File: config.mk
export PLATFORM = sky130hd
export DESIGN_NAME = fcpr_dist
export DESIGN_NICKNAME = d
export VERILOG_FILES = /design/src/hdl/fcpr_pkg.sv /design/src/hdl/fcpr_dist.sv
export SDC_FILE = /design/constraint.sdc
export NUM_CORES = 2
export LEC_CHECK = 0
export ABC_AREA = 1
export BUFFER_PORTS_ARGS = -buffer_cell sky130_fd_sc_hd__buf_2
export CAP_MARGIN = 20
export CORE_MARGIN = 3
export CORE_UTILIZATION = 55
export DETAILED_ROUTE_END_ITERATION = 12
export GPL_TIMING_DRIVEN = 0
export HOLD_SLACK_MARGIN = 0.15
export MAX_ROUTING_LAYER = met4
export PLACE_DENSITY = 0.74
export SLEW_MARGIN = 20
export SYNTH_ARGS = -nofsm -noshare
export SYNTH_HDL_FRONTEND = slang
export SYNTH_SLANG_ARGS = --single-unit
File: constraint.sdc
create_clock -name clock -period 10.29 [get_ports clock]
set_input_delay 2.058 -clock clock [delete_from_list [all_inputs] [get_ports clock]]
set_output_delay 2.058 -clock clock [all_outputs]
set_load 0.02 [all_outputs]
File: src/hdl/fcpr_pkg.sv
// ---------------------------------------------------------------------------
// fcpr_pkg
// Shared constants, beat types and the arctangent table of the Fresnel chirp
// phase rotator.
// ---------------------------------------------------------------------------
package fcpr_pkg;

   // frame geometry (log2 of width and height)
   localparam int LOG_WIDTH  = 11;
   localparam int LOG_HEIGHT = 11;

   // port field widths
   localparam int SAMPLE_W = 32;
   localparam int COL_W    = 11;
   localparam int ROW_W    = 11;
   localparam int PHASE_W  = 32;

   // distance datapath widths
   localparam int CX_W     = (LOG_WIDTH > COL_W) ? LOG_WIDTH : COL_W;
   localparam int CY_W     = (LOG_HEIGHT > ROW_W) ? LOG_HEIGHT : ROW_W;
   localparam int DX_W     = LOG_WIDTH + 1;
   localparam int DY_W     = LOG_HEIGHT + 1;
   localparam int SQX_W    = 2 * LOG_WIDTH - 1;
   localparam int SQY_W    = 2 * LOG_HEIGHT - 1;
   localparam int D2_W     = ((SQX_W > SQY_W) ? SQX_W : SQY_W) + 1;
   localparam int X_CENTER = 1 << (LOG_WIDTH - 1);
   localparam int Y_CENTER = 1 << (LOG_HEIGHT - 1);

   // rotator widths
   localparam int CORDIC_STAGES = 30;
   localparam int GUARD_BITS    = 8;
   localparam int XY_W          = 43;
   localparam int Z_W           = 33;

   // gain compensation, Q32 split in two 16-bit halves
   localparam logic [15:0] INV_GAIN_HI = 16'h9B74;
   localparam logic [15:0] INV_GAIN_LO = 16'hEDA8;
   localparam int OUT_SHIFT = 32 + GUARD_BITS + LOG_WIDTH + LOG_HEIGHT;

   // quadrant codes of the coarse rotation
   localparam logic [1:0] QUAD_0 = 2'd0;
   localparam logic [1:0] QUAD_1 = 2'd1;
   localparam logic [1:0] QUAD_2 = 2'd2;
   localparam logic [1:0] QUAD_3 = 2'd3;

   // register map
   localparam int         CSR_ADDR_W     = 3;
   localparam int         CSR_DATA_W     = 32;
   localparam int         CSR_IDX_BIT    = 2;
   localparam logic       REG_PHASE_STEP = 1'b0;

   // atan(2^-i) in 2^-32 turn
   localparam logic [31:0] ATAN_TURNS [0:CORDIC_STAGES-1] = '{
      32'd536870912, 32'd316933406, 32'd167458907, 32'd85004756, 32'd42667331,
      32'd21354465,  32'd10679838,  32'd5340245,   32'd2670163,  32'd1335087,
      32'd667544,    32'd333772,    32'd166886,    32'd83443,    32'd41722,
      32'd20861,     32'd10430,     32'd5215,      32'd2608,     32'd1304,
      32'd652,       32'd326,       32'd163,       32'd81,       32'd41,
      32'd20,        32'd10,        32'd5,         32'd3,        32'd1
   };

   // sample and its chirp angle, out of the distance stages
   typedef struct packed {
      logic [SAMPLE_W-1:0] re;
      logic [SAMPLE_W-1:0] im;
      logic [PHASE_W-1:0]  theta;
   } phase_beat_type;

   // rotated vector with guard bits, out of the rotator
   typedef struct packed {
      logic [XY_W-1:0] x;
      logic [XY_W-1:0] y;
   } vec_beat_type;

endpackage

File: src/hdl/fcpr_dist.sv
// ---------------------------------------------------------------------------
// fcpr_dist
// Squared distance from the frame center and chirp angle, three stages:
// squares, sum, multiply by the phase step modulo one turn.
// ---------------------------------------------------------------------------
module fcpr_dist (
   input  logic                          clock,
   input  logic                          reset,
   input  logic                          advance,
   input  logic                          in_valid,
   input  logic [fcpr_pkg::SAMPLE_W-1:0] sample_re,
   input  logic [fcpr_pkg::SAMPLE_W-1:0] sample_im,
   input  logic [fcpr_pkg::COL_W-1:0]    col,
   input  logic [fcpr_pkg::ROW_W-1:0]    row,
   input  logic [fcpr_pkg::PHASE_W-1:0]  phase_step,
   output logic                          out_valid,
   output fcpr_pkg::phase_beat_type      out_beat
);
   import fcpr_pkg::*;

   logic [CX_W-1:0]            col_ext;
   logic [CY_W-1:0]            row_ext;
   logic signed [DX_W-1:0]     dx;
   logic signed [DY_W-1:0]     dy;
   logic signed [2*DX_W-1:0]   dx_sq;
   logic signed [2*DY_W-1:0]   dy_sq;
   logic [D2_W+PHASE_W-1:0]    theta_prod;

   logic                       v1_ff, v2_ff, v3_ff;
   logic [SQX_W-1:0]           sqx_ff;
   logic [SQY_W-1:0]           sqy_ff;
   logic [D2_W-1:0]            d2_ff;
   logic [D2_W-1:0]            d2_in;
   logic [PHASE_W-1:0]         theta_ff;
   logic [PHASE_W-1:0]         theta_in;
   logic [SAMPLE_W-1:0]        re1_ff, im1_ff, re2_ff, im2_ff, re3_ff, im3_ff;

   // offsets from center; index wraps to the frame size
   assign col_ext = CX_W'(col);
   assign row_ext = CY_W'(row);
   assign dx      = $signed({1'b0, col_ext[LOG_WIDTH-1:0]} - DX_W'(X_CENTER));
   assign dy      = $signed({1'b0, row_ext[LOG_HEIGHT-1:0]} - DY_W'(Y_CENTER));
   assign dx_sq   = (2*DX_W)'(dx) * (2*DX_W)'(dx);
   assign dy_sq   = (2*DY_W)'(dy) * (2*DY_W)'(dy);

   // stage 1: squares
   always_ff @(posedge clock) begin
      if (reset) begin
         v1_ff <= 1'b0;
      end else if (advance) begin
         v1_ff <= in_valid;
      end
   end

   always_ff @(posedge clock) begin
      if (advance) begin
         sqx_ff <= dx_sq[SQX_W-1:0];
         sqy_ff <= dy_sq[SQY_W-1:0];
         re1_ff <= sample_re;
         im1_ff <= sample_im;
      end
   end

   // stage 2: squared distance
   assign d2_in = D2_W'(sqx_ff) + D2_W'(sqy_ff);

   always_ff @(posedge clock) begin
      if (reset) begin
         v2_ff <= 1'b0;
      end else if (advance) begin
         v2_ff <= v1_ff;
      end
   end

   always_ff @(posedge clock) begin
      if (advance) begin
         d2_ff  <= d2_in;
         re2_ff <= re1_ff;
         im2_ff <= im1_ff;
      end
   end

   // stage 3: angle, low word of the product is modulo one turn
   assign theta_prod = (D2_W+PHASE_W)'(d2_ff) * (D2_W+PHASE_W)'(phase_step);
   assign theta_in   = theta_prod[PHASE_W-1:0];

   always_ff @(posedge clock) begin
      if (reset) begin
         v3_ff <= 1'b0;
      end else if (advance) begin
         v3_ff <= v2_ff;
      end
   end

   always_ff @(posedge clock) begin
      if (advance) begin
         theta_ff <= theta_in;
         re3_ff   <= re2_ff;
         im3_ff   <= im2_ff;
      end
   end

   assign out_valid      = v3_ff;
   assign out_beat.re    = re3_ff;
   assign out_beat.im    = im3_ff;
   assign out_beat.theta = theta_ff;

endmodule

==> flow_summary.toml <==
[timing]
finClkSkew_ps = 25.7
slew-limit-headroom = 0.367
whs_ps = 402
hold_viol_final = 0
tightest_slew_ps = 950
rsz0062_at_grt = "false"
setup_viol = 0
min_period_ps = 8560
max_freq_mhz = 117
slew_violations = 0
timing.final.crit_share = 0.832
fin_tns_setup_ps = 0

[floorplanning]
row_count = 88
initial_core_util = 0.561
die_h_microns = 249
io_pins = 219
core_sq_mm = 0.0581
die_area_sq_mm = 0.0622
die_w_microns = 249

[job]
maxCapViolCount = 0

[synth]
syn_avg_cell_area_sq_um = 9.67
synth.most_common_cell = "inv_1"
synth.distinct_cells = 50
yosysWarnings = 0
postSynthCellCount = 3372
synth_top_area_frac = 0.357
ys_top_cells_by_count = "inv_1, nand2_1, fa_1"
yosys_register_bits = 289
synth_top_area_cell = "fa_1"
synth_edf_count = 286
postSynth.asyncResetShare = 0
synthTopCellsByArea = "fa_1, edfxtp_1, inv_1, nand2_1, ha_1"
netlist_area_sq_mm = 0.0326
synth_ff_type = "edfxtp_1"
synth.net_count = 4279
synth.yosys.seq_area_share = 0.265

[grt]
first_global_vias = 23644
grt_pass1_wl_mm = 124
antenna_found_initial = 7
grt_usage = 0.263
grt_start_max_net_pins = 93
overflow = 0

[final_layout]
fin_util = 0.615
syn2layout_area_growth_pct = 9.57
drive_above_1_share = 0.0890
fin_area_sq_mm = 0.0357
nets = 4525

[clock_tree]
cts_made_buffers = 30
cts_max_path_buffers = 3
clk_latency_ps = 580
cts.repair.resized = 0
postCtsHoldBufs = 0
cts.htree.levels = 1
cts_root_buf = "clkbuf_16"
cts.clk_slew.worst_paths_ps = 60
post_cts_buffers = 0
cts.sinks = 289
cts_tree = "yes"

[detailed_routing]
post_drt_via_cell_ratio = 5.08
wl_mm = 77.4
drc = 0
vias = 22412
drt-wirelength-per-cell_microns = 17.5
first_pass_iters = 6
ant_nets = 0
drtIter0Drc = 1704

[place]
placed_area_sq_mm = 0.0347
port_buffers = 211
dp_hpwl_mm = 64.3
gp_congestion = 0.986

[worst_setup_path]
cp_data_arrival_time_ps = 8870
critPathKind = "input port to flip-flop"
cp-end-kind = "flip-flop"
cp_slowest_cell = "clkbuf_1"
critical_path.max_fanout = 10
path_delay_family = "adder cells"
cp_data_required_time_ps = 10600
crit_buf_inv = 8
crit_path_start_kind = "input port"
r2r_slack_ps = 2720
critPathMaxStageDelay_ps = 580

[status]
status = "completed"

[min_path]
min_path_type = "flip-flop to flip-flop"
-- per-stage QoR --
stage | std cells | worst slack (ps)
2_1_floorplan | 3372 | 2490
3_3_place_gp | 4348 | 1290
3_5_place_dp | 4351 | 1240
4_1_cts | 4407 | 1820
5_1_grt | 4413 | 1500
6_report | 4414 | 1730
-- cells in the final DEF, fill, tap and decap left out, types with 4 or more instances in the layout --
master / netlist / final
xor2_1: 63 / 63
nand3_1: 43 / 43
o21ai_0: 20 / 20
a21oi_2: 7 / 7
buf_2: 11 / 221
clkinvlp_4: 0 / 5
a31oi_1: 10 / 10
inv_2: 4 / 4
nand2_1: 773 / 773
inv_1: 967 / 967
buf_1: 7 / 7
diode_2: 0 / 7
nand4_1: 8 / 8
clkbuf_1: 89 / 94
o21bai_1: 5 / 5
nand2_2: 15 / 15
nor2_1: 79 / 79
nor3_1: 8 / 8
nand3b_1: 4 / 4
o21ai_1: 7 / 7
edfxtp_1: 286 / 286
nand3_2: 7 / 7
xnor2_1: 37 / 37
clkbuf_16: 0 / 30
clkinv_1: 2 / 9
a21oi_1: 78 / 78
buf_4: 8 / 8
ha_1: 204 / 204
a21o_1: 15 / 15
fa_1: 581 / 581
-- layout make-up --
class,count,area (sq um)
fill,4933,22400
inverter,973,3650
antenna,7,17.5
sequential,289,8650
clock inverter,21,228
clock buffer,35,769
buffer,116,487
timing repair buffer,214,1150
tap,765,957
multi-input combinational,1994,19800
-- routing by layer --
layer,global-route usage,vias to the layer above,share of wire
li1,-,10369,-
met1,0.308,11148,0.37
met2,0.464,720,0.52
met3,0.0403,175,0.066
met4,0.0884,0,0.041
met5,-,-,0
-- worst register-to-register path, cell delays in order, from the launching register on --
cell and delay (ps):
edfxtp_1 350, clkbuf_1 640, buf_1 770, nand2_1 180, fa_1 550, inv_1 50
fa_1 480, inv_1 60, fa_1 500, fa_1 560, inv_1 50, fa_1 350
inv_1 90, fa_1 460, fa_1 510, inv_1 90, ha_1 380, inv_1 90
nor3_1 270, nand2_1 120, o2111ai_1 550, inv_1 110, nand2_1 100, nand2_1 50
-- cell families after synthesis --
group,share of synthesized area
simple gates,0.116
buf+inv,0.127
fa+ha+maj,0.435
compound gates,0.0291
xor+xnor,0.0274
flops,0.265
-- final timing paths --
path                  start      endpoint  cells past startpoint
min               re2_ff[2]     re3_ff[2]                      0
max          phase_step[12]  theta_ff[28]                     28
max reg2reg       d2_ff[12]  theta_ff[31]                     23
min reg2reg       re2_ff[2]     re3_ff[2]                      0
-- flip-flops by register name, indices dropped and copies added, names as in the netlist, 20 cells and up --
name	flops
d2_ff	22
re2_ff	32
im3_ff	32
im1_ff	32
im2_ff	32
theta_ff	32
sqx_ff	20
sqy_ff	20
re1_ff	32
re3_ff	32
Power is left out: the tool's default activity adds up to more than one toggle a clock period on the data nets, which glitch-free logic cannot reach.
