File: config.mk
export PLATFORM = sky130hd
export DESIGN_NAME = fcpr_scale
export DESIGN_NICKNAME = d
export VERILOG_FILES = /design/src/hdl/fcpr_pkg.sv /design/src/hdl/fcpr_scale.sv
export SDC_FILE = /design/constraint.sdc
export NUM_CORES = 2
export LEC_CHECK = 0
export BUFFER_PORTS_ARGS = -buffer_cell sky130_fd_sc_hd__buf_2
export CAP_MARGIN = 20
export CORE_ASPECT_RATIO = 0.75
export CORE_MARGIN = 3
export CORE_UTILIZATION = 50
export CTS_CLUSTER_SIZE = 16
export DETAILED_ROUTE_END_ITERATION = 12
export PLACE_DENSITY = 0.67
export RECOVER_POWER = 50
export SKIP_LAST_GASP = 1
export SLEW_MARGIN = 10
export SYNTH_ARGS = -nofsm -noshare
export SYNTH_HDL_FRONTEND = slang
export SYNTH_SLANG_ARGS = --single-unit
File: constraint.sdc
create_clock -name clock -period 22.1 [get_ports clock]
set_input_delay 6.63 -clock clock [delete_from_list [all_inputs] [get_ports clock]]
set_output_delay 6.63 -clock clock [all_outputs]
set_load 0.02 [all_outputs]
File: src/hdl/fcpr_pkg.sv
// ---------------------------------------------------------------------------
// fcpr_pkg
// Shared constants, beat types and the arctangent table of the Fresnel chirp
// phase rotator.
// ---------------------------------------------------------------------------
package fcpr_pkg;

   // frame geometry (log2 of width and height)
   localparam int LOG_WIDTH  = 11;
   localparam int LOG_HEIGHT = 11;

   // port field widths
   localparam int SAMPLE_W = 32;
   localparam int COL_W    = 11;
   localparam int ROW_W    = 11;
   localparam int PHASE_W  = 32;

   // distance datapath widths
   localparam int CX_W     = (LOG_WIDTH > COL_W) ? LOG_WIDTH : COL_W;
   localparam int CY_W     = (LOG_HEIGHT > ROW_W) ? LOG_HEIGHT : ROW_W;
   localparam int DX_W     = LOG_WIDTH + 1;
   localparam int DY_W     = LOG_HEIGHT + 1;
   localparam int SQX_W    = 2 * LOG_WIDTH - 1;
   localparam int SQY_W    = 2 * LOG_HEIGHT - 1;
   localparam int D2_W     = ((SQX_W > SQY_W) ? SQX_W : SQY_W) + 1;
   localparam int X_CENTER = 1 << (LOG_WIDTH - 1);
   localparam int Y_CENTER = 1 << (LOG_HEIGHT - 1);

   // rotator widths
   localparam int CORDIC_STAGES = 30;
   localparam int GUARD_BITS    = 8;
   localparam int XY_W          = 43;
   localparam int Z_W           = 33;

   // gain compensation, Q32 split in two 16-bit halves
   localparam logic [15:0] INV_GAIN_HI = 16'h9B74;
   localparam logic [15:0] INV_GAIN_LO = 16'hEDA8;
   localparam int OUT_SHIFT = 32 + GUARD_BITS + LOG_WIDTH + LOG_HEIGHT;

   // quadrant codes of the coarse rotation
   localparam logic [1:0] QUAD_0 = 2'd0;
   localparam logic [1:0] QUAD_1 = 2'd1;
   localparam logic [1:0] QUAD_2 = 2'd2;
   localparam logic [1:0] QUAD_3 = 2'd3;

   // register map
   localparam int         CSR_ADDR_W     = 3;
   localparam int         CSR_DATA_W     = 32;
   localparam int         CSR_IDX_BIT    = 2;
   localparam logic       REG_PHASE_STEP = 1'b0;

   // atan(2^-i) in 2^-32 turn
   localparam logic [31:0] ATAN_TURNS [0:CORDIC_STAGES-1] = '{
      32'd536870912, 32'd316933406, 32'd167458907, 32'd85004756, 32'd42667331,
      32'd21354465,  32'd10679838,  32'd5340245,   32'd2670163,  32'd1335087,
      32'd667544,    32'd333772,    32'd166886,    32'd83443,    32'd41722,
      32'd20861,     32'd10430,     32'd5215,      32'd2608,     32'd1304,
      32'd652,       32'd326,       32'd163,       32'd81,       32'd41,
      32'd20,        32'd10,        32'd5,         32'd3,        32'd1
   };

   // sample and its chirp angle, out of the distance stages
   typedef struct packed {
      logic [SAMPLE_W-1:0] re;
      logic [SAMPLE_W-1:0] im;
      logic [PHASE_W-1:0]  theta;
   } phase_beat_type;

   // rotated vector with guard bits, out of the rotator
   typedef struct packed {
      logic [XY_W-1:0] x;
      logic [XY_W-1:0] y;
   } vec_beat_type;

endpackage

File: src/hdl/fcpr_scale.sv
// ---------------------------------------------------------------------------
// fcpr_scale
// CORDIC gain compensation, rounding normalization and saturation: partial
// products in one stage, round/shift/clip into the result register.
// ---------------------------------------------------------------------------
module fcpr_scale (
   input  logic                          clock,
   input  logic                          reset,
   input  logic                          advance,
   input  logic                          in_valid,
   input  fcpr_pkg::vec_beat_type        in_beat,
   output logic                          out_valid,
   output logic [fcpr_pkg::SAMPLE_W-1:0] out_re,
   output logic [fcpr_pkg::SAMPLE_W-1:0] out_im
);
   import fcpr_pkg::*;

   localparam int PROD_W = XY_W + 17;
   localparam int SUM_W  = PROD_W + 1;
   localparam logic signed [16:0]      GAIN_HI_S = {1'b0, INV_GAIN_HI};
   localparam logic signed [16:0]      GAIN_LO_S = {1'b0, INV_GAIN_LO};
   localparam logic signed [SUM_W-1:0] HALF      = SUM_W'(1) <<< (OUT_SHIFT - 17);
   localparam logic signed [SUM_W-1:0] SAT_MAX   = SUM_W'(33'sh0_7FFF_FFFF);
   localparam logic signed [SUM_W-1:0] SAT_MIN   = SUM_W'(33'sh1_8000_0000);

   // sum the halves, round half up, shift down and clip to 32 bits
   function automatic logic [SAMPLE_W-1:0] round_sat(
      input logic signed [PROD_W-1:0] hi,
      input logic signed [PROD_W-1:0] lo
   );
      logic signed [SUM_W-1:0] acc;
      logic signed [SUM_W-1:0] shifted;
      logic [SAMPLE_W-1:0]     res;
      acc     = SUM_W'(hi) + HALF + SUM_W'(lo >>> 16);
      shifted = acc >>> (OUT_SHIFT - 16);
      if (shifted > SAT_MAX) begin
         res = SAT_MAX[SAMPLE_W-1:0];
      end else if (shifted < SAT_MIN) begin
         res = SAT_MIN[SAMPLE_W-1:0];
      end else begin
         res = shifted[SAMPLE_W-1:0];
      end
      return res;
   endfunction

   logic signed [XY_W-1:0]   x, y;
   logic signed [PROD_W-1:0] xhi_in, xlo_in, yhi_in, ylo_in;
   logic signed [PROD_W-1:0] xhi_ff, xlo_ff, yhi_ff, ylo_ff;
   logic                     vp_ff, vo_ff;
   logic [SAMPLE_W-1:0]      re_ff, im_ff;

   assign x = $signed(in_beat.x);
   assign y = $signed(in_beat.y);

   // stage 1: 16-bit partial products of the gain constant
   assign xhi_in = PROD_W'(x) * PROD_W'(GAIN_HI_S);
   assign xlo_in = PROD_W'(x) * PROD_W'(GAIN_LO_S);
   assign yhi_in = PROD_W'(y) * PROD_W'(GAIN_HI_S);
   assign ylo_in = PROD_W'(y) * PROD_W'(GAIN_LO_S);

   always_ff @(posedge clock) begin
      if (reset) begin
         vp_ff <= 1'b0;
      end else if (advance) begin
         vp_ff <= in_valid;
      end
   end

   always_ff @(posedge clock) begin
      if (advance) begin
         xhi_ff <= xhi_in;
         xlo_ff <= xlo_in;
         yhi_ff <= yhi_in;
         ylo_ff <= ylo_in;
      end
   end

   // stage 2: result register
   always_ff @(posedge clock) begin
      if (reset) begin
         vo_ff <= 1'b0;
      end else if (advance) begin
         vo_ff <= vp_ff;
      end
   end

   always_ff @(posedge clock) begin
      if (advance) begin
         re_ff <= round_sat(xhi_ff, xlo_ff);
         im_ff <= round_sat(yhi_ff, ylo_ff);
      end
   end

   assign out_valid = vo_ff;
   assign out_re    = re_ff;
   assign out_im    = im_ff;

endmodule
==> flow_summary.json <==
{
  "synth_seq_cells": 234,
  "reg2reg_depth": 12,
  "drv_cap": 3,
  "fin_crit_sh_pct": 58.6,
  "synthTopCellsByArea": "fa_1, ha_1, edfxtp_1, inv_1, a21oi_1",
  "cp_top_family": "buffers and inverters",
  "final.min_clock_period_ps": 12960,
  "rows": 107,
  "cts_setup_buffers": 0,
  "netlist-cell-type-count": 78,
  "grt_pass1_vias": 41800,
  "gp_congestion": 0.962,
  "cp.buffers_inverters": 2,
  "grt_pass1_wl_microns": 233000,
  "hp-start": "out_valid",
  "slowest_stage": "clkbuf_1",
  "synth_ff_type": "edfxtp_1",
  "cp-end-kind": "register",
  "path_cells": "clkbuf_1 -> clkbuf_1",
  "clock-root-buffer": "clkbuf_16",
  "critPathLaunchType": "input port",
  "yosysTopAreaCellShare_pct": 37.7,
  "drcViolationCount": 0,
  "grt.overflow.total": 0,
  "reg2reg_to": "out_im[31]",
  "synth_top_cell_by_area": "fa_1",
  "nets": 7947,
  "antenna_found_initial": 2,
  "boundaryPins": 155,
  "skew_ps": 10.6,
  "min_path_type": "register to register",
  "min_path_cells": 2,
  "firstDrtPassIters": 6,
  "crit_top_cell": "clkbuf_1",
  "grt_usage_pct": 25.2,
  "start_util_pct": 50.5,
  "worst-setup-path-type": "input port to register",
  "outcome": "complete, but fails checks",
  "drive_gt1_share_pct": 3.17,
  "violations": "max-capacitance violations, max-slew violations",
  "finalSetupViolations": 0,
  "vias_per_cell": 5.24,
  "netlist_area_sq_um": 57500,
  "rsz0062_at_grt": "false",
  "fmax_mhz": 77.2,
  "maxSlewViolCount": 239,
  "wl_microns": 145000,
  "finalHoldViolCount": 0,
  "cp_slowest_stage_delay_ps": 3500,
  "cts_hold_buf": 0,
  "grt_max_degree": 95,
  "postSynthAreaPerCell_sq_um": 10.0,
  "min_to": "out_valid",
  "syn-num-nets": 7838,
  "required_ps": 22180,
  "wl_per_cell_microns": 19.6,
  "yosysWarnings": 0,
  "core_region_area_sq_um": 114000,
  "clk_latency_ps": 560,
  "synthArstFlopShare_pct": 0,
  "rrSetupSlack_ps": 17580,
  "cts_tree": "done",
  "syn_to_final_growth_pct": 5.23,
  "tns_ps": 0,
  "maxSlewHeadroom_pct": -240,
  "cp_data_arrival_time_ps": 13040,
  "r2r_start": "yhi_ff[7]",
  "die_h_microns": 300,
  "syn_inst": 5748,
  "yosysSeqAreaShare_pct": 12.2,
  "dieArea_sq_um": 119000,
  "cp_max_fo": 94,
  "antenna_left": 0,
  "worst_setup_hold_path_clk_slew_ps": 60,
  "die_x_microns": 398,
  "numCtsBuffers": 27,
  "cts_sinks": 234,
  "clk_path_buf_depth": 3,
  "cts_max_level": 1,
  "cts.repair.resized": 0,
  "drt_iter0_markers": 2663,
  "worst_slew_pin_slew_ps": 5100,
  "dp_hpwl_microns": 131000,
  "port_buffers": 154,
  "synth_edf_count": 232,
  "num_vias": 38700
}
[metal layers]
layer | share of wire [%] | up-vias | GRT usage [%] | routed length [microns]
met5 | 0.0089 | - | 0 | 13
met4 | 1.9 | 2 | 4.17 | 2780
met3 | 8.0 | 159 | 5.34 | 11600
met2 | 42 | 1238 | 37.4 | 61100
met1 | 48 | 19200 | 38.5 | 69800
li1 | - | 18200 | - | -
[how the worst max path moves through the flow]
stage                     cells after the start  slack (ps)         from         end
final                                         2        9140      advance  ylo_ff[19]
after floorplan                              23        9940  in_beat[51]  xhi_ff[45]
after global placement                       21        8800  in_beat[17]  yhi_ff[55]
after CTS                                    21        9310  in_beat[17]  yhi_ff[55]
after global routing                          2        8220      advance  ylo_ff[19]
after detailed placement                     21        8730  in_beat[17]  yhi_ff[55]
[worst reg2reg max path, delay by kind of cell (launching register included)]
kind | cells | cell delay [ps]
flip-flops | 1 | 390
adder cells (fa/ha/maj) | 2 | 620
AO/OA/AOI/OAI | 7 | 2750
AND/OR/NAND/NOR | 2 | 320
XOR/XNOR | 1 | 160
[per-stage QoR]
stage	area [sq um]	util [%]	hold WS [ps]	setup slack, ps	std cells
2_1_floorplan	57500	-	460	9940	5748
3_3_place_gp	59800	52.5	474	8800	7354
3_5_place_dp	59800	52.5	486	8730	7354
4_1_cts	60600	53.2	499	9310	7398
5_1_grt	60500	53.1	540	8220	7399
6_report	60500	53.1	506	9140	7399
[synth_stat cells (18+ instances only)]
cell      number
a21o_1       168
a21oi_1      274
a31oi_1       32
buf_4         32
clkbuf_1      44
edfxtp_1     232
fa_1        1084
ha_1         916
inv_1       1815
nand2_1      143
nand2b_1      18
nand3_1       51
nand4_1       65
nor2_1       135
nor2b_1       33
nor3_1        39
o21a_1        22
o21ai_0      131
o21bai_1      34
xnor2_1      140
xor2_1       106
[state kept, by name, summed over array words and instances, names as in the netlist]
name,cells
ylo_ff,45
xhi_ff,55
yhi_ff,55
vp_ff,1
out_re,16
xlo_ff,45
out_valid,1
out_im,16
[cell type report]
type	instances	area, sq um
clock buffer	30	687
clock inverter	14	78.8
antenna	1	2.50
multi-input combinational	3620	43300
inverter	1815	6810
fill	10300	53400
sequential	234	7010
tap	1526	1910
timing repair buffer	159	756
[layout by cell type, fill, tap and decap left out, types with 15 or more instances in the layout]
| cell | n |
|---|---|
| nor2b_1 | 33 |
| and3_1 | 15 |
| nor2_1 | 135 |
| a21oi_1 | 274 |
| nand2b_1 | 18 |
| inv_1 | 1815 |
| clkbuf_1 | 41 |
| nand3_1 | 51 |
| nor3_1 | 39 |
| nand2_1 | 143 |
| o21ai_0 | 132 |
| o211ai_1 | 16 |
| o21a_1 | 22 |
| nand4_1 | 65 |
| buf_2 | 118 |
| o21bai_1 | 34 |
| xor2_1 | 106 |
| fa_1 | 1084 |
| a31oi_1 | 32 |
| xnor2_1 | 140 |
| a211oi_1 | 16 |
| clkbuf_16 | 27 |
| edfxtp_1 | 232 |
| a21o_1 | 168 |
| ha_1 | 916 |
[cells by family after synthesis]
kind of cell | Yosys count | share of synthesized area [%]
buffers and inverters | 1894 | 12.6
muxes | 3 | 0.0522
DFF | 234 | 12.2
adders and majority gates | 2000 | 57.6
xor gates and xnor gates | 246 | 3.74
and+or+nand+nor | 558 | 4.75
AOI/OAI and AO/OA | 813 | 9.07
Power is not shown: default switching activity piles up to over one toggle a cycle in this logic, so the estimate is an artifact.
